<file path="config.mk">
export PLATFORM = sky130hd
export DESIGN_NAME = btlpm_ram
export DESIGN_NICKNAME = d
export VERILOG_FILES = /design/src/rtl/btlpm_ram.sv
export SDC_FILE = /design/constraint.sdc
export NUM_CORES = 1
export LEC_CHECK = 0
export BUFFER_PORTS_ARGS = -buffer_cell sky130_fd_sc_hd__buf_2
export CORE_ASPECT_RATIO = 1.2
export CORE_UTILIZATION = 65
export CTS_BUF_LIST = sky130_fd_sc_hd__clkbuf_8
export DETAILED_ROUTE_END_ITERATION = 16
export GPL_ROUTABILITY_DRIVEN = 0
export PLACE_DENSITY = 0.85
export SLEW_MARGIN = 20
export SYNTH_ARGS = -nofsm -noshare
export SYNTH_HDL_FRONTEND = slang
export SYNTH_SLANG_ARGS = --single-unit
</file>
<file path="constraint.sdc">
create_clock -name clk -period 2.65 [get_ports clk]
set_input_delay 0.265 -clock clk [delete_from_list [all_inputs] [get_ports clk]]
set_output_delay 0.265 -clock clk [all_outputs]
set_load 0.03 [all_outputs]
</file>
<file path="src/rtl/btlpm_ram.sv">
// Generic simple dual-port RAM, one write and one registered read port.
`default_nettype none
module btlpm_ram #(
  parameter int WIDTH = 8,
  parameter int DEPTH = 64
) (
  input  wire logic                     clk,
  input  wire logic                     wr_en,
  input  wire logic [$clog2(DEPTH)-1:0] wr_addr,
  input  wire logic [WIDTH-1:0]         wr_data,
  input  wire logic                     rd_en,
  input  wire logic [$clog2(DEPTH)-1:0] rd_addr,
  output logic      [WIDTH-1:0]         rd_data
);

  logic [WIDTH-1:0] mem [DEPTH];

  always_ff @(posedge clk) begin
    if (wr_en) begin
      mem[wr_addr] <= wr_data;
    end
    if (rd_en) begin
      rd_data <= mem[rd_addr];
    end
  end

endmodule
`default_nettype wire

</file>
# Yosys cells after proc, flatten, opt, wreduce, memory -nomap -nowiden

Memory sizes are Yosys's and may differ from the RTL's. A register that Yosys moved wholly into a read port is not among the register bits.
Index checks and enable logic that the tools add are counted.
Widths: inputs -> output; s select.

Register bits after elaboration: 0
RAM bits: 512
Output and inout bits: 8
Memories kept: 1

Multiplexer cells: 2

Memory list:

| memory | depth | bits a word | read ports | clocked after memory_dff | wr ports | RTL line | source |
|---|---|---|---|---|---|---|---|
| mem    | 64    | 8           | 1          | 1                        | 1        | 16       | `logic [WIDTH-1:0] mem [DEPTH];` |

Operators by type and width:

| operator | count |
|---|---|
| $mux 1   | 2 |

# Depth between registers and ports, before layout

Word-level depth: 2
Gate-level depth with buffers: 9
Depth with buffers taken out: 5

# Least setup slack after synthesis

Ideal clock, no wire load.

Kind: input-to-reg
Start: input port rd_addr[1]
End: register rd_data[3], read port of mem, data pin
Library setup time: 0.266 ns
Arrival: 1.805 ns
Required time: 2.384 ns
Path slack: 0.579 ns
Stages on the path: 7
Path buffers: 3
Cell sequence: buf_4 -> buf_2 -> buf_2 -> mux4_2 -> mux4_2 -> o21ai_1 -> o41ai_1

RTL lines:

| what            | RTL line | source |
|---|---|---|
| start, declared | 12       | `input wire logic [$clog2(DEPTH)-1:0] rd_addr,` |
| end, declared   | 13       | `output logic [WIDTH-1:0] rd_data` |

==> out/qor.txt <==
Synth Cell Area: 20250 um2
Clock Tree Root: sky130_fd_sc_hd__clkbuf_8
Pin count of the biggest net entering global routing: 53
Total nets after synthesis: 963
Origin of the critical flop-to-flop path: mem[29][4]
Initial Utilization: 66.24%
Sum of internal, switching and leakage power: 15.72 mW
Via count of the first global-routing pass: 10.73k
Critical Setup Path Class: register to register
P&R area growth vs syn: 13.19%
Net count reported at finish: 1136
Final setup margin: 0.4178 ns
Final Instance Count excl. Fillers: 1564
Detailed-routing iteration count for the pre-antenna-repair pass: 6
Via density per instance: 6.736
Die Area: 31860 um2
Residual overflow from global routing: 0
Accumulated negative setup slack: 0 ns
Max Cap Viol: 0
Post-cts resize count: 0
HPWL after detailed placement: 28800 um
Transition time at the pin with the least slew margin: 0.8248 ns
Maximum root-to-sink buffer count: 3
# placed instances: 1432
Number of buffers inserted to repair setup after CTS: 0
Area of combinational cells with multiple inputs: 4315 um2
Floorplan die height: 195.3 um
Core region area: 30570 um2
Port Buffer Count: 30
Number of standard cells after synthesis: 940
Final-report setup violation count: 0
WL/cell: 28.53 um
Final hold vios: 0
Overall via count from detail_route: 10.54k
Top Ports: 31
RSZ-0062 raised after global routing: no
Worst VDD drop: 0.4765 mV
H-tree levels: 3
Worst slew slack as a fraction of its limit: 45.02%
Worst-case register-to-register setup slack: 0.42 ns
Timing startpoint of the critical path: mem[29][4]
Share of synthesized area occupied by flip-flops and latches: 77.12%
Total Routing Usage GR: 29.50%
Global-route wire length before repair: 66220 um
Worst-case clock skew: 0.02663 ns
Residual antenna-violating net count after detailed routing: 0
Antenna violations before repair: 0
Standby leakage power: 7.477 nW
Number of buffers created by CTS: 73
Clock latency at the later pin of the worst-skew pair: 0.62 ns
Final critical-path share of the clock period: 84.23%
Seq cells post-synth: 520
Sequential standard cell area: 15620 um2
Fill cell count: 1497
Remaining DRCs: 0
Width of the die: 163.1 um
Number of buffers inserted by hold repair at cts: 2
Number of cell instances on the worst register-to-register path: 5
Total detailed-routing wirelength: 44620 um
Largest fanout on the critical path: 1
Maximum clock rate: 448.0 MHz
Capture point of the worst reg-to-reg path: rd_data[4]
Signal arrival time at the worst endpoint: 2.59 ns
Total of warnings raised by yosys: 0
CP startpoint kind: register
Power Density: 686.0 nW/um2
Number of distinct library cells after synthesis: 39
Clk sink count: 520
Clock-pin slew on the worst setup and hold paths: 0.07 ns
Fraction of final layout cells sized beyond drive strength 1: 32.68%
Synthesized area divided by synthesized cell count: 21.54 um2
First DRT Iteration DRCs: 1477
Number of rows created at floorplan: 70
Minimum setup slack after placement: 0.1820 ns
CTS tree: built
Run status: finished clean
Final slew viol count: 0
Termination of the worst setup path: rd_data[4]
Minimum clock period: 2.232 ns
Hold Path Class: input port to register
Critical path capture point type: register
Worst EP required: 3.01 ns
per-stage QoR:
step	util, %	cell area, um2	hold slack, ns
after floorplan	-	20250	0.3639
after global placement	70.64	21590	0.5575
after detailed placement	70.64	21590	0.5396
after CTS	74.96	22910	0.006650
after global routing	74.96	22910	0.01736
final	74.97	22920	0.03096
worst min-delay path by stage:
stage	from	endpoint	slack, ns	depth (start not counted)
after detailed placement	wr_data[4]	mem[61][4]	0.54	1
after CTS	wr_data[6]	mem[46][6]	0.007	1
after floorplan	wr_data[0]	mem[0][0]	0.36	0
after global routing	wr_data[5]	mem[36][5]	0.02	1
after global placement	wr_data[4]	mem[61][4]	0.56	1
final	wr_data[5]	mem[32][5]	0.03	1
state kept, by name, summed over array words and instances, names as in the netlist:
signal	flops
rd_data	8
mem	512
cell usage after synthesis:
| cell | instances | area share [%] |
|---|---|---|
| sky130_fd_sc_hd__a2111oi_0 | 2 | 0.087 |
| sky130_fd_sc_hd__a211oi_1 | 4 | 0.15 |
| sky130_fd_sc_hd__a21oi_1 | 3 | 0.074 |
| sky130_fd_sc_hd__a221oi_1 | 6 | 0.26 |
| sky130_fd_sc_hd__a22oi_1 | 3 | 0.11 |
| sky130_fd_sc_hd__a31oi_1 | 1 | 0.031 |
| sky130_fd_sc_hd__and2_1 | 1 | 0.031 |
| sky130_fd_sc_hd__buf_1 | 4 | 0.074 |
| sky130_fd_sc_hd__buf_12 | 2 | 0.20 |
| sky130_fd_sc_hd__buf_2 | 11 | 0.27 |
| sky130_fd_sc_hd__buf_4 | 13 | 0.48 |
| sky130_fd_sc_hd__buf_6 | 4 | 0.22 |
| sky130_fd_sc_hd__clkbuf_1 | 17 | 0.32 |
| sky130_fd_sc_hd__edfxtp_1 | 520 | 77 |
| sky130_fd_sc_hd__mux2_2 | 13 | 0.72 |
| sky130_fd_sc_hd__mux2i_1 | 23 | 1.1 |
| sky130_fd_sc_hd__mux4_2 | 126 | 14 |
| sky130_fd_sc_hd__nand2_1 | 19 | 0.35 |
| sky130_fd_sc_hd__nand2b_1 | 7 | 0.22 |
| sky130_fd_sc_hd__nand3_1 | 13 | 0.32 |
| sky130_fd_sc_hd__nand3b_1 | 3 | 0.11 |
| sky130_fd_sc_hd__nand4_1 | 2 | 0.062 |
| sky130_fd_sc_hd__nand4b_1 | 1 | 0.043 |
| sky130_fd_sc_hd__nor2_1 | 83 | 1.5 |
| sky130_fd_sc_hd__nor2b_1 | 14 | 0.43 |
| sky130_fd_sc_hd__nor3_1 | 7 | 0.17 |
| sky130_fd_sc_hd__nor4_1 | 2 | 0.062 |
| sky130_fd_sc_hd__o2111ai_1 | 3 | 0.13 |
| sky130_fd_sc_hd__o21a_1 | 2 | 0.074 |
| sky130_fd_sc_hd__o21ai_0 | 2 | 0.049 |
| sky130_fd_sc_hd__o21ai_1 | 2 | 0.049 |
| sky130_fd_sc_hd__o221a_2 | 2 | 0.11 |
| sky130_fd_sc_hd__o221ai_1 | 8 | 0.35 |
| sky130_fd_sc_hd__o22ai_1 | 8 | 0.25 |
| sky130_fd_sc_hd__o2bb2ai_1 | 3 | 0.13 |
| sky130_fd_sc_hd__o311ai_1 | 1 | 0.043 |
| sky130_fd_sc_hd__o32ai_1 | 2 | 0.087 |
| sky130_fd_sc_hd__o41ai_1 | 2 | 0.087 |
| sky130_fd_sc_hd__or3_1 | 1 | 0.031 |
cell usage in the layout, fill, tap and decap left out, types with 6 or more instances in the layout:
cell                       count
sky130_fd_sc_hd__a221oi_1      6
sky130_fd_sc_hd__mux2_2       13
sky130_fd_sc_hd__nand2_1      19
sky130_fd_sc_hd__nor2_1       83
sky130_fd_sc_hd__mux4_2      126
sky130_fd_sc_hd__nand2b_1      7
sky130_fd_sc_hd__o22ai_1       8
sky130_fd_sc_hd__inv_1        17
sky130_fd_sc_hd__mux2i_1      23
sky130_fd_sc_hd__nand3_1      13
sky130_fd_sc_hd__clkinv_2     11
sky130_fd_sc_hd__clkbuf_8     76
sky130_fd_sc_hd__buf_2        27
sky130_fd_sc_hd__o221ai_1      8
sky130_fd_sc_hd__nor2b_1      14
sky130_fd_sc_hd__buf_4       109
sky130_fd_sc_hd__buf_12       10
sky130_fd_sc_hd__clkinv_1     18
sky130_fd_sc_hd__edfxtp_1    520
sky130_fd_sc_hd__nor3_1        7
routing by layer:
layer  wire (um)  track usage, %  vias to the layer above
met5           0               0                        -
met4        1956           13.50                        0
met3        4706           5.650                      138
met2       22170           46.87                      699
met1       15790           40.25                     5409
li1            -               -                     4289
kinds of logic (layout without fill, tap and decap cells):
| family | count (synthesis) | count (layout) | share of synthesized area [%] |
|---|---|---|---|
| DFF | 520 | 520 | 77.12 |
| and+or+nand+nor | 153 | 153 | 3.374 |
| buffers and inverters | 51 | 277 | 1.563 |
| other | 0 | 2 | 0 |
| muxes | 162 | 162 | 15.88 |
| AOI/OAI and AO/OA | 54 | 54 | 2.064 |
report_power, final:
| part | total [mW] | internal (mW) | leakage (nW) | switching, mW |
|---|---|---|---|---|
| clock network | 5.66 | 2.75 | 0.734 | 2.91 |
| registers | 9.15 | 9.12 | 4.69 | 0.0252 |
| logic | 0.914 | 0.364 | 2.06 | 0.550 |
cell type report:
class,count,share of cell area [%]
antenna,2,0.02184
clock buffer,75,4.504
sequential,520,68.14
tap,396,2.162
timing repair buffer,149,5.181
clock inverter,53,1.163
multi-input combinational,369,18.83
critical path, cell delays in order, from the launching register on:
cell	delay (ns)
sky130_fd_sc_hd__edfxtp_1	0.37
sky130_fd_sc_hd__mux4_2	0.48
sky130_fd_sc_hd__mux2_2	0.29
sky130_fd_sc_hd__o221a_2	0.28
sky130_fd_sc_hd__nor3_1	0.39
sky130_fd_sc_hd__o32ai_1	0.15
No activity file was read; power rests on OpenSTA's default activity.
