### src/rtl/btlpm_pkg.sv
// Shared types and constants for the binary trie route table.
`default_nettype none
package btlpm_pkg;

  localparam int NODE_COUNT = 4096;
  localparam int ADDR_BITS  = 32;

  localparam int NODE_W = $clog2(NODE_COUNT);
  localparam int CNT_W  = $clog2(NODE_COUNT + 1);
  localparam int LVL_W  = $clog2(ADDR_BITS + 1);
  localparam int ADDR_W = 32;
  localparam int LEN_W  = 6;
  localparam int HOP_W  = 32;
  localparam int PORT_W = 8;

  localparam logic [CNT_W-1:0] NODE_COUNT_C = CNT_W'(NODE_COUNT);
  localparam logic [LVL_W-1:0] ADDR_BITS_LVL = LVL_W'(ADDR_BITS);

  localparam logic OP_INSERT = 1'b0;
  localparam logic OP_LOOKUP = 1'b1;

  typedef enum logic [1:0] {
    ST_INIT,
    ST_IDLE,
    ST_WALK,
    ST_DONE
  } st_t;

  typedef struct packed {
    logic [NODE_W-1:0] c0;
    logic [NODE_W-1:0] c1;
    logic              has_route;
  } node_t;

  typedef struct packed {
    logic [HOP_W-1:0]  hop;
    logic [PORT_W-1:0] port;
  } route_t;

  typedef struct packed {
    logic              rd_en;
    logic [NODE_W-1:0] rd_addr;
    logic              wr_en;
    logic [NODE_W-1:0] wr_addr;
    node_t             wr_data;
  } node_req_t;

  typedef struct packed {
    logic              rd_en;
    logic [NODE_W-1:0] rd_addr;
    logic              wr_en;
    logic [NODE_W-1:0] wr_addr;
    route_t            wr_data;
  } route_req_t;

  typedef struct packed {
    logic              hit;
    logic [HOP_W-1:0]  gateway;
    logic [PORT_W-1:0] port;
    logic              full;
  } res_t;

endpackage
`default_nettype wire

### src/rtl/btlpm_if.sv
// Valid/ready channel interfaces for request and result beats.
`default_nettype none
interface btlpm_in_if import btlpm_pkg::*; ();
  logic              valid;
  logic              ready;
  logic              op;
  logic [ADDR_W-1:0] address;
  logic [LEN_W-1:0]  prefix_len;
  logic [HOP_W-1:0]  gateway;
  logic [PORT_W-1:0] out_port;

  modport source (output valid, op, address, prefix_len, gateway, out_port, input ready);
  modport sink   (input valid, op, address, prefix_len, gateway, out_port, output ready);
endinterface

`default_nettype wire

### src/rtl/btlpm_walker.sv
// Trie walk sequencer: one node read per level, insert allocation, lookup match.
`default_nettype none
module btlpm_walker import btlpm_pkg::*; (
  input  wire logic   clk,
  input  wire logic   rst_n,
  btlpm_in_if.sink    in_ch,
  output node_req_t   node_req,
  input  wire node_t  node_rd,
  output route_req_t  route_req,
  input  wire route_t route_rd,
  output logic        res_valid,
  output res_t        res,
  input  wire logic   res_ready
);

  st_t                state_r, state_nxt;
  logic               op_r, op_nxt;
  logic [ADDR_BITS-1:0] addr_r, addr_nxt;
  logic [LVL_W-1:0]   len_r, len_nxt;
  logic [HOP_W-1:0]   hop_r, hop_nxt;
  logic [PORT_W-1:0]  port_r, port_nxt;
  logic [LVL_W-1:0]   level_r, level_nxt;
  logic [NODE_W-1:0]  node_r, node_nxt;
  logic               fresh_r, fresh_nxt;
  logic               found_r, found_nxt;
  logic [NODE_W-1:0]  best_r, best_nxt;
  logic               hit_r, hit_nxt;
  logic               full_r, full_nxt;
  logic [CNT_W-1:0]   nodes_used_r, nodes_used_nxt;

  node_t              cur;
  node_t              upd;
  logic               dir;
  logic [NODE_W-1:0]  raw_child;
  logic [NODE_W-1:0]  child;
  logic               has_child;
  logic               pool_full;
  logic               lk_found;
  logic [NODE_W-1:0]  lk_best;
  logic [LVL_W-1:0]   len_sat;

  // a freshly allocated node is known empty and not yet in memory
  assign cur       = fresh_r ? '0 : node_rd;
  assign dir       = addr_r[ADDR_BITS-1];
  assign raw_child = dir ? cur.c1 : cur.c0;
  assign child     = (CNT_W'(raw_child) < NODE_COUNT_C) ? raw_child : '0;
  assign has_child = (child != '0);
  assign pool_full = (nodes_used_r >= NODE_COUNT_C);
  assign lk_found  = found_r | cur.has_route;
  assign lk_best   = cur.has_route ? node_r : best_r;
  assign len_sat   = (in_ch.prefix_len > LEN_W'(ADDR_BITS)) ? ADDR_BITS_LVL
                                                            : LVL_W'(in_ch.prefix_len);

  assign in_ch.ready = (state_r == ST_IDLE);

  always_comb begin
    upd = cur;
    if (dir) begin
      upd.c1 = nodes_used_r[NODE_W-1:0];
    end else begin
      upd.c0 = nodes_used_r[NODE_W-1:0];
    end
  end

  always_ff @(posedge clk) begin
    if (!rst_n) begin
      state_r      <= ST_INIT;
      nodes_used_r <= CNT_W'(1);
    end else begin
      state_r      <= state_nxt;
      nodes_used_r <= nodes_used_nxt;
    end
    op_r    <= op_nxt;
    addr_r  <= addr_nxt;
    len_r   <= len_nxt;
    hop_r   <= hop_nxt;
    port_r  <= port_nxt;
    level_r <= level_nxt;
    node_r  <= node_nxt;
    fresh_r <= fresh_nxt;
    found_r <= found_nxt;
    best_r  <= best_nxt;
    hit_r   <= hit_nxt;
    full_r  <= full_nxt;
  end

  always_comb begin
    state_nxt      = state_r;
    op_nxt         = op_r;
    addr_nxt       = addr_r;
    len_nxt        = len_r;
    hop_nxt        = hop_r;
    port_nxt       = port_r;
    level_nxt      = level_r;
    node_nxt       = node_r;
    fresh_nxt      = fresh_r;
    found_nxt      = found_r;
    best_nxt       = best_r;
    hit_nxt        = hit_r;
    full_nxt       = full_r;
    nodes_used_nxt = nodes_used_r;
    node_req       = '0;
    route_req      = '0;
    res_valid      = 1'b0;

    case (state_r)
      ST_INIT: begin
        // clear the root once after reset
        node_req.wr_en   = 1'b1;
        node_req.wr_addr = '0;
        node_req.wr_data = '0;
        state_nxt        = ST_IDLE;
      end

      ST_IDLE: begin
        if (in_ch.valid) begin
          op_nxt           = in_ch.op;
          addr_nxt         = in_ch.address[ADDR_BITS-1:0];
          len_nxt          = len_sat;
          hop_nxt          = in_ch.gateway;
          port_nxt         = in_ch.out_port;
          level_nxt        = '0;
          node_nxt         = '0;
          fresh_nxt        = 1'b0;
          found_nxt        = 1'b0;
          best_nxt         = '0;
          node_req.rd_en   = 1'b1;
          node_req.rd_addr = '0;
          state_nxt        = ST_WALK;
        end
      end

      ST_WALK: begin
        if (op_r == OP_LOOKUP) begin
          found_nxt = lk_found;
          best_nxt  = lk_best;
          if (level_r == ADDR_BITS_LVL || !has_child) begin
            route_req.rd_en   = 1'b1;
            route_req.rd_addr = lk_best;
            hit_nxt           = lk_found;
            full_nxt          = 1'b0;
            state_nxt         = ST_DONE;
          end else begin
            node_req.rd_en   = 1'b1;
            node_req.rd_addr = child;
            node_nxt         = child;
            level_nxt        = level_r + LVL_W'(1);
            addr_nxt         = addr_r << 1;
          end
        end else begin
          if (level_r == len_r) begin
            // final node: set the route, keep the children
            node_req.wr_en             = 1'b1;
            node_req.wr_addr           = node_r;
            node_req.wr_data           = cur;
            node_req.wr_data.has_route = 1'b1;
            route_req.wr_en            = 1'b1;
            route_req.wr_addr          = node_r;
            route_req.wr_data          = '{hop: hop_r, port: port_r};
            hit_nxt                    = 1'b0;
            full_nxt                   = 1'b0;
            state_nxt                  = ST_DONE;
          end else if (has_child) begin
            node_req.rd_en   = 1'b1;
            node_req.rd_addr = child;
            node_nxt         = child;
            fresh_nxt        = 1'b0;
            level_nxt        = level_r + LVL_W'(1);
            addr_nxt         = addr_r << 1;
          end else if (pool_full) begin
            // a fresh node still has to land in memory as empty
            node_req.wr_en   = fresh_r;
            node_req.wr_addr = node_r;
            node_req.wr_data = '0;
            hit_nxt          = 1'b0;
            full_nxt         = 1'b1;
            state_nxt        = ST_DONE;
          end else begin
            node_req.wr_en   = 1'b1;
            node_req.wr_addr = node_r;
            node_req.wr_data = upd;
            nodes_used_nxt   = nodes_used_r + CNT_W'(1);
            node_nxt         = nodes_used_r[NODE_W-1:0];
            fresh_nxt        = 1'b1;
            level_nxt        = level_r + LVL_W'(1);
            addr_nxt         = addr_r << 1;
          end
        end
      end

      ST_DONE: begin
        res_valid = 1'b1;
        if (res_ready) begin
          state_nxt = ST_IDLE;
        end
      end

      default: begin
        state_nxt = ST_IDLE;
      end
    endcase
  end

  always_comb begin
    res.hit     = hit_r;
    res.full    = full_r;
    res.gateway = hit_r ? route_rd.hop : '0;
    res.port    = hit_r ? route_rd.port : '0;
  end

  a_no_write_idle: assert property (@(posedge clk) disable iff (!rst_n)
    state_r == ST_IDLE |-> !node_req.wr_en && !route_req.wr_en)
    else $error("table written while idle");

  a_pool_bound: assert property (@(posedge clk) disable iff (!rst_n)
    nodes_used_r <= NODE_COUNT_C && nodes_used_r != '0)
    else $error("node pool count out of range");

  a_pool_grows: assert property (@(posedge clk) disable iff (!rst_n)
    $past(rst_n) |-> nodes_used_r >= $past(nodes_used_r))
    else $error("node pool count went down");

  a_full_origin: assert property (@(posedge clk) disable iff (!rst_n)
    res_valid && res.full |-> op_r == OP_INSERT && nodes_used_r == NODE_COUNT_C && !res.hit)
    else $error("table full flagged without exhausted pool");

  a_level_bound: assert property (@(posedge clk) disable iff (!rst_n)
    state_r == ST_WALK |-> level_r <= ADDR_BITS_LVL)
    else $error("walk went past the last address bit");

endmodule
`default_nettype wire

### src/flat_wrapper.sv
// flat-port wrapper written by rule: the top's interface ports become plain ports
module btlpm_walker_flat import btlpm_pkg::*;
  (clk, rst_n, node_req, node_rd, route_req, route_rd, res_valid, res, res_ready, in_ch_valid, in_ch_op, in_ch_address, in_ch_prefix_len, in_ch_gateway, in_ch_out_port, in_ch_ready);
  btlpm_in_if in_ch_i ();
  input  wire logic clk;
  input  wire logic rst_n;
  output node_req_t node_req;
  input  wire node_t node_rd;
  output route_req_t route_req;
  input  wire route_t route_rd;
  output logic res_valid;
  output res_t res;
  input  wire logic res_ready;
  input wire logic [$bits(in_ch_i.valid)-1:0] in_ch_valid;
  input wire logic [$bits(in_ch_i.op)-1:0] in_ch_op;
  input wire logic [$bits(in_ch_i.address)-1:0] in_ch_address;
  input wire logic [$bits(in_ch_i.prefix_len)-1:0] in_ch_prefix_len;
  input wire logic [$bits(in_ch_i.gateway)-1:0] in_ch_gateway;
  input wire logic [$bits(in_ch_i.out_port)-1:0] in_ch_out_port;
  output wire logic [$bits(in_ch_i.ready)-1:0] in_ch_ready;
  assign in_ch_i.valid = in_ch_valid;
  assign in_ch_i.op = in_ch_op;
  assign in_ch_i.address = in_ch_address;
  assign in_ch_i.prefix_len = in_ch_prefix_len;
  assign in_ch_i.gateway = in_ch_gateway;
  assign in_ch_i.out_port = in_ch_out_port;
  assign in_ch_ready = in_ch_i.ready;
  btlpm_walker u_core (.clk(clk), .rst_n(rst_n), .in_ch(in_ch_i), .node_req(node_req), .node_rd(node_rd), .route_req(route_req), .route_rd(route_rd), .res_valid(res_valid), .res(res), .res_ready(res_ready));
endmodule
### config.mk
export PLATFORM = sky130hd
export DESIGN_NAME = btlpm_walker_flat
export DESIGN_NICKNAME = d
export VERILOG_FILES = /design/src/rtl/btlpm_pkg.sv /design/src/rtl/btlpm_if.sv /design/src/rtl/btlpm_walker.sv /design/src/flat_wrapper.sv
export SDC_FILE = /design/constraint.sdc
export NUM_CORES = 1
export LEC_CHECK = 0
export ABC_AREA = 0
export BUFFER_PORTS_ARGS = -buffer_cell sky130_fd_sc_hd__buf_2
export CAP_MARGIN = 0
export CORE_ASPECT_RATIO = 1.1
export CORE_MARGIN = 1.5
export CORE_UTILIZATION = 48
export DETAILED_ROUTE_END_ITERATION = 8
export PLACE_DENSITY_LB_ADDON = 0.2
export SLEW_MARGIN = 20
export SYNTH_ARGS = -nofsm -noshare
export SYNTH_HDL_FRONTEND = slang
export SYNTH_SLANG_ARGS = --single-unit
### constraint.sdc
create_clock -name clk -period 14.96 [get_ports clk]
set_clock_uncertainty 0.05 [all_clocks]
set_input_delay 2.244 -clock clk [delete_from_list [all_inputs] [get_ports clk]]
set_output_delay 2.244 -clock clk [all_outputs]
set_load 0.02 [all_outputs]
# Word-level counts from Yosys, hierarchy flattened
# Cells that the tools add are included.
[word_totals]
regBits = 128
input_bits = 148
elab_cells = 128
[classes]
add_sub_neg = 2
order_cmp = 2
n_eq_ne = 19
mux = 73
bitwise = 5
n_reduce_logical = 13
[op_table]
columns = ["op", "n"]
rows = [
  ["32-bit two-way mux", 7],
  ["38-bit two-way mux", 4],
  ["12-bit two-way mux", 11],
  ["53-bit two-way mux", 2],
  ["13-bit two-way mux", 7],
  ["38-bit one-hot mux with 2 select lines", 1],
  ["66-bit two-way mux", 1],
  ["32-bit one-hot mux with 2 select lines", 1],
  ["12-bit one-hot mux with 2 select lines", 2],
  ["6-bit two-way mux", 6],
  ["13-bit one-hot mux with 2 select lines", 1],
  ["25-bit two-way mux", 1],
  ["5-bit AND reduction", 4],
  ["1-bit two-way mux", 17],
  ["2-bit two-way mux", 7],
  ["13-bit by 1-bit adder with 13-bit output (second input constant)", 1],
  ["13-bit >= comparator (second input constant)", 1],
  ["6-bit one-hot mux with 2 select lines", 1],
  ["12-bit nonzero test", 1],
  ["2-bit inequality test (second input constant)", 5],
  ["3-bit by 2-bit inequality test with 1-bit output (second input constant)", 3],
  ["8-bit two-way mux", 1],
  ["2-bit one-hot mux with 4 select lines", 1],
  ["6-bit by 1-bit adder with 6-bit output (second input constant)", 1],
  ["other kinds (21)", 27],
]

# Depth between registers and ports, before layout
# Gate-level depths: netlist of run 1.
[depth]
ltp_word = 8
depth_mapped = 9
ltp_nobuf = 7

# Worst setup path before layout of run 1
# Ideal clock, no wire load.
[synth_path]
path_kind = "input to register"
start = "input port node_rd[21] (netlist bit)"
end = "register u_core.addr_r[0], enable pin"
setup_ps = 725
arrival_time_ps = 11041
t_required_ps = 14185
setup_slack_ps = 3144
path_stages = 5
n_path_buf = 0
cell_sequence = "nor3_1 a41o_2 nor2_1 a21oi_1 a2111oi_0"
[synth_between]
elab_chain_cells = 7
word_cells_on_any_way = 8
cone_classes = "2 x eq/ne; 2 x mux; 4 x reduce/logical"
[synth_rtl]
columns = ["element", "line_no", "rtl"]
rows = [
  ["start: declaration", "flat_wrapper.sv:8", "input wire node_t node_rd;"],
  ["25-bit two-way mux *", "btlpm_walker.sv:43", "assign cur = fresh_r ? '0 : node_rd;"],
  ["12-bit two-way mux *", "btlpm_walker.sv:45", "assign raw_child = dir ? cur.c1 : cur.c0;"],
  ["12-bit nonzero test *", "btlpm_walker.sv:47", "assign has_child = (child != '0);"],
  ["1-bit zero test", "btlpm_walker.sv:137", "if (level_r == ADDR_BITS_LVL || !has_child) begin"],
  ["1-bit logical OR", "btlpm_walker.sv:137", ""],
  ["3-bit inequality test (no source line)", "--", ""],
  ["5-bit AND reduction (no source line) *", "--", ""],
  ["end signal: assignment", "btlpm_walker.sv:74", "addr_r <= addr_nxt;"],
  ["end: declaration", "btlpm_walker.sv:18", "logic [ADDR_BITS-1:0] addr_r, addr_nxt;"],
]
# Mark *: on every way between the ends. The rest lies on a longest branch, timed or not.
# A chain may end at the register's enable or synchronous reset.

==> flow_summary.json, run 1 <==
{
  "synthCells": 598,
  "fin_setup_tns_ns": 0,
  "syn_area_per_cell_um2": 11.5,
  "cpLargestDelayFamily": "compound AO/OA/AOI/OAI gates",
  "max_stage_delay_ns": 0.91,
  "core_area_um2": 13900,
  "fin_ws_ns": 7.91,
  "start_kind": "primary input",
  "dp_hpwl_um": 14100,
  "ys_seq_elements": 128,
  "dieWidth_um": 117,
  "arrival_ns": 4.75,
  "fillerInstances": 1134,
  "dp_slack_ns": 7.99,
  "ioPinCount": 309,
  "p_leak_nw": 4.09,
  "status": "finished clean",
  "drv_cap": 0,
  "drtPass1Iterations": 6,
  "cts_hold_buffers": 0,
  "clock_latency_ns": 0.41,
  "critical_path.slowest_cell": "a21oi_1",
  "drive_above_1_share_pct": 43.0,
  "diodes": 0,
  "synth_cell_types": 49,
  "placed_cells": 1058,
  "crit_path_cell_trace": "buf_2 > nor4_1 > and4_1 > o211ai_1 > a21oi_1 > a22o_1 > buf_2",
  "post-route-period-util_pct": 47.1,
  "layout_min_cycle_time_ns": 7.05,
  "h-tree-depth": 4,
  "setup_violations": 0,
  "final-hold-violation-count": 0,
  "netlist_area_um2": 6890,
  "drt_iter0_markers": 347,
  "cts_tree": "done",
  "post_cts_resize_count": 0,
  "hold_path_class": "reg2reg",
  "layout.cells.non_filler": 1089,
  "final_core_util_pct": 65.5,
  "power.density_nw_per_um2": 152,
  "clk_path_buf_depth": 2,
  "finalWirelength_um": 19200,
  "crit_fanout": 12,
  "yosysWarnings": 0,
  "ys_seq_area_share_pct": 53.6,
  "rsz0062_at_grt": "no",
  "drv_slew": 0,
  "cp_common_cell": "buf_2",
  "antenna_left": 0,
  "grtUsageTotal_pct": 24.7,
  "cts_buffers": 17,
  "cts_root_buf": "clkbuf_16",
  "drcViolationCount": 0,
  "ir_worst_vdd_uv": 92.9,
  "vias": 5750,
  "grt_pass1_vias": 5394,
  "rows": 45,
  "antenna_found_initial": 0,
  "wl_per_cell_um": 17.7,
  "grt_pass1_wl_um": 27800,
  "postCtsSetupBuffers": 0,
  "worst_pin_slew_ns": 1.06,
  "postSynth.asyncResetShare_pct": 0,
  "synth_flop_cell": "edfxtp_1",
  "fmax_mhz": 142,
  "path_clk_slew_ns": 0.06,
  "clock_sinks": 128,
  "nets": 1046,
  "place_congestion": 0.882,
  "area_growth_pct": 32.2,
  "relSlewSlack_pct": 29.0,
  "die_y_um": 129,
  "end_kind": "output port",
  "vias_per_cell": 5.28,
  "worst-path-buf-inv": 2,
  "io_buffers": 308,
  "die-area_um2": 15100,
  "synth_edf_count": 113,
  "syn_nets": 755,
  "grt_remaining_overflow": 0,
  "ff2ff_setup_slack_ns": 11.02,
  "fin_total_pwr_mw": 1.38,
  "grt_max_degree": 72,
  "required_ns": 12.67,
  "initial_core_util_pct": 49.5,
  "crit_type": "in2out"
}
## registers in the layout (all words and copies together) (netlist names)
name,cells
u_core.addr_r,32
u_core.best_r,12
u_core.found_r,1
u_core.fresh_r,1
u_core.full_r,1
u_core.hit_r,1
u_core.hop_r,32
u_core.len_r,6
u_core.level_r,6
u_core.node_r,12
u_core.nodes_used_r,13
u_core.op_r,1
u_core.port_r,8
u_core.state_r,2
## worst paths after layout
check,start,to,depth (start not counted)
worst min-delay path,u_core.state_r[1],u_core.state_r[1],2
worst max register to register,u_core.addr_r[31],u_core.addr_r[10],6
worst max-delay path,node_rd[1],node_req[18],7
worst min register to register,u_core.state_r[1],u_core.state_r[1],2
## cell usage after synthesis, types with 2 or more instances
cell type  instances  area, um2
o21ai_0            3       15.0
or4_1              2       15.0
a22o_1            25        219
buf_2              9       45.0
buf_4              2       15.0
a21o_1             3       22.5
nor2_1            22       82.6
edfxtp_1         113       3390
mux2i_1           29        290
mux2_2            32        360
a21boi_1           2       15.0
and3_1             4       25.0
nand4_1            5       31.3
nand3_1            9       45.0
xnor2_1            9       78.8
nor3_1             4       20.0
and4_1             2       17.5
nand2_1           18       67.6
o41ai_1            4       35.0
ha_1               9        113
clkbuf_1          29        109
and2_1           121        757
o211ai_1           4       30.0
nand2b_1          10       62.6
dfxtp_1           15        300
inv_1             12       45.0
nor4_1             6       37.5
o211a_1            2       20.0
a21oi_1           21        105
o311ai_0           4       35.0
o31ai_1            3       22.5
nor2b_1           48        300
## layout make-up
class                           instances  area (um2)  share of cell area (%)
Multi-Input combinational cell        416        3000                    33.0
Tap cell                              188         235                    2.58
Clock inverter                         13         111                    1.22
Clock buffer                           18         429                    4.71
Timing Repair Buffer                  314        1590                    17.4
Inverter                               12        45.0                   0.495
Sequential cell                       128        3690                    40.6
## routing by layer
metal  vias up  share of wire, %  global-route usage [%]
li1       2722                 -                       -
met1      2685                39                    29.8
met2       320                49                    41.4
met3        23               9.2                    7.82
met4         0               2.2                    8.86
met5         -                 0                       0
## worst min-delay path, cell delays in order, from the launching register on
cell and delay, ns:
dfxtp_1 0.35, nand2_1 0.07, mux2i_1 0.06
## power breakdown
part	switching, mW	internal (mW)
clock network	0.150	0.227
registers	0.0743	0.554
logic	0.234	0.143
total	0.458	0.924
## per-stage QoR
step | hold WS, ns | instance area [um2]
2_1_floorplan | 0.421 | 6890
3_3_place_gp | 0.439 | 8550
3_5_place_dp | 0.461 | 8550
4_1_cts | 0.471 | 9090
5_1_grt | 0.507 | 9100
6_report | 0.477 | 9100
## layout by cell type, fill, tap and decap left out, types with 4 or more instances in the layout
cell type,count
edfxtp_1,113
nor4_1,6
ha_1,8
xnor2_1,9
and2_1,120
nand2_1,18
nor2b_1,47
inv_1,12
mux2i_1,29
clkbuf_16,17
buf_4,6
o211ai_1,4
and3_1,4
o311ai_0,4
nand3_1,9
mux2_2,32
o41ai_1,4
nor2_1,21
inv_6,4
a22o_1,25
dfxtp_1,15
nand2b_1,10
buf_2,308
a21oi_1,21
nand4_1,5
## kinds of logic after synthesis
group / after synthesis / synth area share (%)
flip-flops: 128 / 53.6
AND/OR/NAND/NOR: 255 / 21.8
buffers and inverters: 54 / 3.32
AO/OA/AOI/OAI: 81 / 8.85
adder cells (fa/ha/maj): 9 / 1.64
multiplexers: 61 / 9.45
XOR/XNOR: 10 / 1.27
Note: power is estimated with default switching activity, not from simulation.
==> inputs of run 2 (changes only) <==
==> constraint.sdc (replaced) <==
create_clock -name clk -period 7.1 [get_ports clk]
set_clock_uncertainty 0.05 [all_clocks]
set_input_delay 1.065 -clock clk [delete_from_list [all_inputs] [get_ports clk]]
set_output_delay 1.065 -clock clk [all_outputs]
set_load 0.02 [all_outputs]
==> run 2 against run 1 <==
Against the previous run:
- register-to-register slack worse by 7.2 ns
- first-iteration DRC count down 8.9%
- combinational power increased by 110%
- largest cell class unchanged
- highest routed layer unchanged
- sequential share of layout area down 0.47 points
- final area increased by 1.2%
- critical path depth unchanged
- worst setup slack worse by 5.3 ns
- cell count increased by 0.73%
==> flow_summary.json, run 2 (synthesis results as in run 1) <==
{
  "grt_remaining_overflow": 0,
  "drv_cap": 0,
  "power_switching_uw": 966,
  "setup_violations": 0,
  "grt_pass1_wl_um": 30700,
  "post-route-period-util_pct": 63.7,
  "dp_hpwl_um": 15700,
  "critical_path.slowest_cell": "a21oi_1",
  "layout.cells.non_filler": 1097,
  "place_congestion": 0.906,
  "vias_per_cell": 5.27,
  "swShare_pct": 31.9,
  "power.density_nw_per_um2": 329,
  "end_kind": "output port",
  "crit_fanout": 12,
  "cts_root_buf": "clkbuf_16",
  "die_y_um": 129,
  "sequentialPowerShare_pct": 43.6,
  "drive_above_1_share_pct": 42.9,
  "endpoint": "node_req[4]",
  "final_common_cell": "buf_2",
  "fmax_mhz": 221,
  "vias": 5779,
  "clkPwrFrac_pct": 30.6,
  "crit_path_cell_trace": "buf_2 > nor4_1 > a41o_2 > nand3_1 > a21oi_1 > a22o_1 > buf_2",
  "relSlewSlack_pct": 28.9,
  "io_buffers": 308,
  "drcViolationCount": 0,
  "p_leak_nw": 4.13,
  "ff2ff_setup_slack_ns": 3.85,
  "cts_tree": "done",
  "post_cts_resize_count": 0,
  "crit_start": "node_rd[18]",
  "postCtsSetupBuffers": 0,
  "path_clk_slew_ns": 0.06,
  "hold_path_class": "reg2reg",
  "start_kind": "primary input",
  "internal-power_mw": 2.06,
  "dieWidth_um": 117,
  "reg2reg_from": "u_core.addr_r[31]",
  "die-area_um2": 15100,
  "ioPinCount": 309,
  "fin_ws_ns": 2.58,
  "clock_sinks": 128,
  "cp_common_cell": "buf_2",
  "grtUsageTotal_pct": 28.1,
  "core_area_um2": 13900,
  "clock_latency_ns": 0.41,
  "arrival_ns": 3.41,
  "final_core_util_pct": 66.2,
  "reg2reg_depth": 6,
  "drtPass1Iterations": 5,
  "reg2reg_to": "u_core.addr_r[14]",
  "h-tree-depth": 4,
  "drt_iter0_markers": 316,
  "final-hold-violation-count": 0,
  "finalWirelength_um": 20900,
  "crit_type": "in2out",
  "area_growth_pct": 33.8,
  "fin_setup_tns_ns": 0,
  "rsz0062_at_grt": "no",
  "fillerInstances": 1107,
  "drv_slew": 0,
  "antenna_found_initial": 7,
  "wl_per_cell_um": 19.0,
  "initial_core_util_pct": 49.5,
  "rows": 45,
  "worst_pin_slew_ns": 1.07,
  "nets": 1046,
  "required_ns": 5.98,
  "whs_ns": 0.485,
  "max_stage_delay_ns": 0.86,
  "status": "finished clean",
  "layout_common_cells": "buf_2 (308), and2_1 (120), edfxtp_1 (113)",
  "placed_cells": 1058,
  "pwr-share-comb_pct": 25.8,
  "ir_worst_vdd_uv": 223,
  "cts_buffers": 17,
  "top_regs": "u_core.addr_r: 32 flops, u_core.hop_r: 32 flops, u_core.nodes_used_r: 13 flops",
  "clk_path_buf_depth": 2,
  "dp_slack_ns": 2.63,
  "cts_hold_buffers": 0,
  "grt_pass1_vias": 5482,
  "grt_max_degree": 71,
  "antenna_left": 0,
  "layout_min_cycle_time_ns": 4.52
}
[run 2: layout make-up]
type	instances	area [um2]	area share, %
Antenna cell	7	17.5	0.190
Clock buffer	18	429	4.66
Clock inverter	14	203	2.20
Inverter	12	45.0	0.489
Multi-Input combinational cell	416	3000	32.6
Sequential cell	128	3690	40.1
Tap cell	188	235	2.55
Timing Repair Buffer	314	1590	17.2
[run 2: worst min path at each step]
stage                                  from           endpoint  slack, ns  cells past startpoint
after floorplan           u_core.state_r[1]  u_core.state_r[1]       0.42                      2
after CTS                 u_core.state_r[1]  u_core.state_r[1]       0.48                      2
after global placement    u_core.state_r[1]  u_core.state_r[1]       0.44                      2
after global routing       u_core.addr_r[7]   u_core.addr_r[8]       0.51                      1
final                     u_core.state_r[1]  u_core.state_r[1]       0.48                      2
after detailed placement  u_core.state_r[1]  u_core.state_r[1]       0.47                      2
[run 2: per-stage QoR]
stage,cell area [um2],total power [mW]
after floorplan,6890,1.85
after global placement,8550,2.08
after detailed placement,8550,2.11
after CTS,9190,3.04
after global routing,9210,3.18
final,9210,3.03
[run 2: worst max-delay path, delay by kind of cell]
kind | cells | cell delay [ns]
AOI/OAI and AO/OA | 3 | 1.48
and+or+nand+nor | 2 | 0.57
buffers and inverters | 2 | 0.29
[run 2: routing by layer]
| layer | wire length [um] | track usage, % | vias to the layer above |
|---|---|---|---|
| li1 | - | - | 2731 |
| met1 | 7650 | 31.5 | 2725 |
| met2 | 10800 | 44.9 | 282 |
| met3 | 1820 | 10.6 | 41 |
| met4 | 632 | 17.6 | 0 |
| met5 | 0 | 0 | - |
[run 2: power groups by stage]
| stage | logic (mW) | clock network [mW] | registers [mW] |
|---|---|---|---|
| 2_1_floorplan | 0.582 | 0 | 1.26 |
| 3_3_place_gp | 0.753 | 0 | 1.33 |
| 3_5_place_dp | 0.775 | 0 | 1.33 |
| 4_1_cts | 0.777 | 0.942 | 1.32 |
| 5_1_grt | 0.862 | 0.970 | 1.35 |
| 6_report | 0.781 | 0.925 | 1.32 |
==> inputs of run 3 (changes only) <==
--- a/config.mk
+++ b/config.mk
@@ -10,7 +10,7 @@
 export CAP_MARGIN = 0
 export CORE_ASPECT_RATIO = 1.1
 export CORE_MARGIN = 1.5
-export CORE_UTILIZATION = 48
+export CORE_UTILIZATION = 43
 export DETAILED_ROUTE_END_ITERATION = 8
 export PLACE_DENSITY_LB_ADDON = 0.2
 export SLEW_MARGIN = 20
==> constraint.sdc (replaced) <==
create_clock -name clk -period 4.1 [get_ports clk]
set_clock_uncertainty 0.05 [all_clocks]
set_input_delay 0.615 -clock clk [delete_from_list [all_inputs] [get_ports clk]]
set_output_delay 0.615 -clock clk [all_outputs]
set_load 0.02 [all_outputs]
==> run 3 against run 2 <==
Against the previous run:
- first-iteration DRC count up 4.7%
- non-clock buffer count up 5
- die area up 11%
- largest power group unchanged
==> flow_summary.json, run 3 (synthesis results as in run 1) <==
{
  "status": "finished clean",
  "die_y_um": 136,
  "arrival_ns": 3.02,
  "clk_path_buf_depth": 2,
  "multi_input_area_um2": 3010,
  "io_buffers": 308,
  "final-hold-violation-count": 0,
  "drv_slew": 0,
  "rsz0062_at_grt": "no",
  "hp-start": "in_ch_out_port[2]",
  "crit_start": "u_core.addr_r[31]",
  "worst_pin_slew_ns": 0.880,
  "start_kind": "flop",
  "seqCellArea_um2": 3690,
  "vias_per_cell": 5.25,
  "required_ns": 3.43,
  "reg2reg_from": "u_core.addr_r[31]",
  "area_growth_pct": 34.1,
  "initial_core_util_pct": 43.9,
  "grt_pass1_wl_um": 30200,
  "drive_above_1_share_pct": 43.1,
  "cts_tree": "done",
  "power_switching_mw": 1.67,
  "cts_root_buf": "clkbuf_16",
  "sequentialPowerShare_pct": 44.1,
  "power.density_nw_per_um2": 562,
  "diodes": 0,
  "clock_sinks": 128,
  "grt_max_degree": 70,
  "h-tree-depth": 4,
  "post_cts_resize_count": 0,
  "hold_path_class": "in2reg",
  "dp_hpwl_um": 15000,
  "clkPwrFrac_pct": 28.8,
  "grt_pass1_vias": 5853,
  "setup_violations": 0,
  "antenna_left": 0,
  "path_clk_slew_ns": 0.06,
  "ir_worst_vdd_uv": 341,
  "pwr-share-comb_pct": 27.2,
  "place_congestion": 0.900,
  "grt_remaining_overflow": 0,
  "layout_common_cells": "buf_2 (308), and2_1 (120), edfxtp_1 (113)",
  "relSlewSlack_pct": 41.3,
  "internal-power_mw": 3.52,
  "fmax_mhz": 272,
  "final_core_util_pct": 58.9,
  "crit_fanout": 16,
  "layout_min_cycle_time_ns": 3.68,
  "whs_ns": 0.317,
  "drcViolationCount": 0,
  "drt_iter0_markers": 331,
  "clock_latency_ns": 0.42,
  "final_common_cell": "buf_2",
  "vias": 5812,
  "post-route-period-util_pct": 89.8,
  "finalWirelength_um": 20000,
  "die-area_um2": 16800,
  "ioPinCount": 309,
  "crit_type": "reg2out",
  "grtUsageTotal_pct": 24.0,
  "nets": 1051,
  "swShare_pct": 32.2,
  "p_leak_nw": 4.14,
  "fin_setup_tns_ns": 0,
  "fillerInstances": 1364,
  "postCtsSetupBuffers": 0,
  "rows": 48,
  "wl_per_cell_um": 18.0,
  "top_regs": "u_core.addr_r: 32 flops, u_core.hop_r: 32 flops, u_core.nodes_used_r: 13 flops",
  "core_area_um2": 15700,
  "fin_total_pwr_mw": 5.19,
  "drtPass1Iterations": 5,
  "drv_cap": 0,
  "dieWidth_um": 124,
  "end_kind": "output port",
  "antenna_found_initial": 0,
  "cts_hold_buffers": 0,
  "cts_buffers": 17
}
==> run 3: metrics by stage <==
stage | std cells | area, um2 | worst slack [ns]
global placement | 1075 | 8640 | 0.904
CTS | 1107 | 9230 | 0.435
finish | 1107 | 9230 | 0.419
floorplan | 598 | 6910 | 0.219
detailed placement | 1075 | 8640 | 0.856
global route | 1107 | 9230 | 0.262
==> run 3: cell type report <==
cell class / count / share of cell area (%)
Clock buffer: 22 / 4.81
Clock inverter: 10 / 1.49
Inverter: 12 / 0.488
Multi-Input combinational cell: 416 / 32.6
Sequential cell: 128 / 40.0
Tap cell: 200 / 2.71
Timing Repair Buffer: 319 / 17.9
==> run 3: worst max-delay path, cell delays in order (launching register included) <==
cell and delay [ns]:
edfxtp_1 0.71, nor4_4 0.39, a41o_2 0.30, nand3_1 0.11
nor2_1 0.68, a22o_1 0.24, buf_2 0.17
==> run 3: final timing paths <==
path,to,slack (ns),cells after the start
worst max-delay path,node_req[22],0.42,6
worst min-delay path,u_core.port_r[2],0.32,1
worst max register to register,u_core.addr_r[8],0.95,6
worst min register to register,u_core.state_r[1],0.47,2
==> run 3: per-layer routing <==
layer	routed length, um	part of all wire [%]	vias up	global-route usage (%)
li1	-	-	2727	-
met1	7410	37	2730	26.9
met2	10100	51	299	40.6
met3	1610	8.0	56	6.86
met4	809	4.1	0	13.5
met5	0	0	-	0
==> run 3: power by group through the flow <==
stage | clock network, mW | registers, mW | logic, mW
global route | 1.58 | 2.34 | 1.54
floorplan | 0 | 2.18 | 1.02
detailed placement | 0 | 2.32 | 1.40
global placement | 0 | 2.30 | 1.37
CTS | 1.52 | 2.29 | 1.41
finish | 1.49 | 2.29 | 1.41
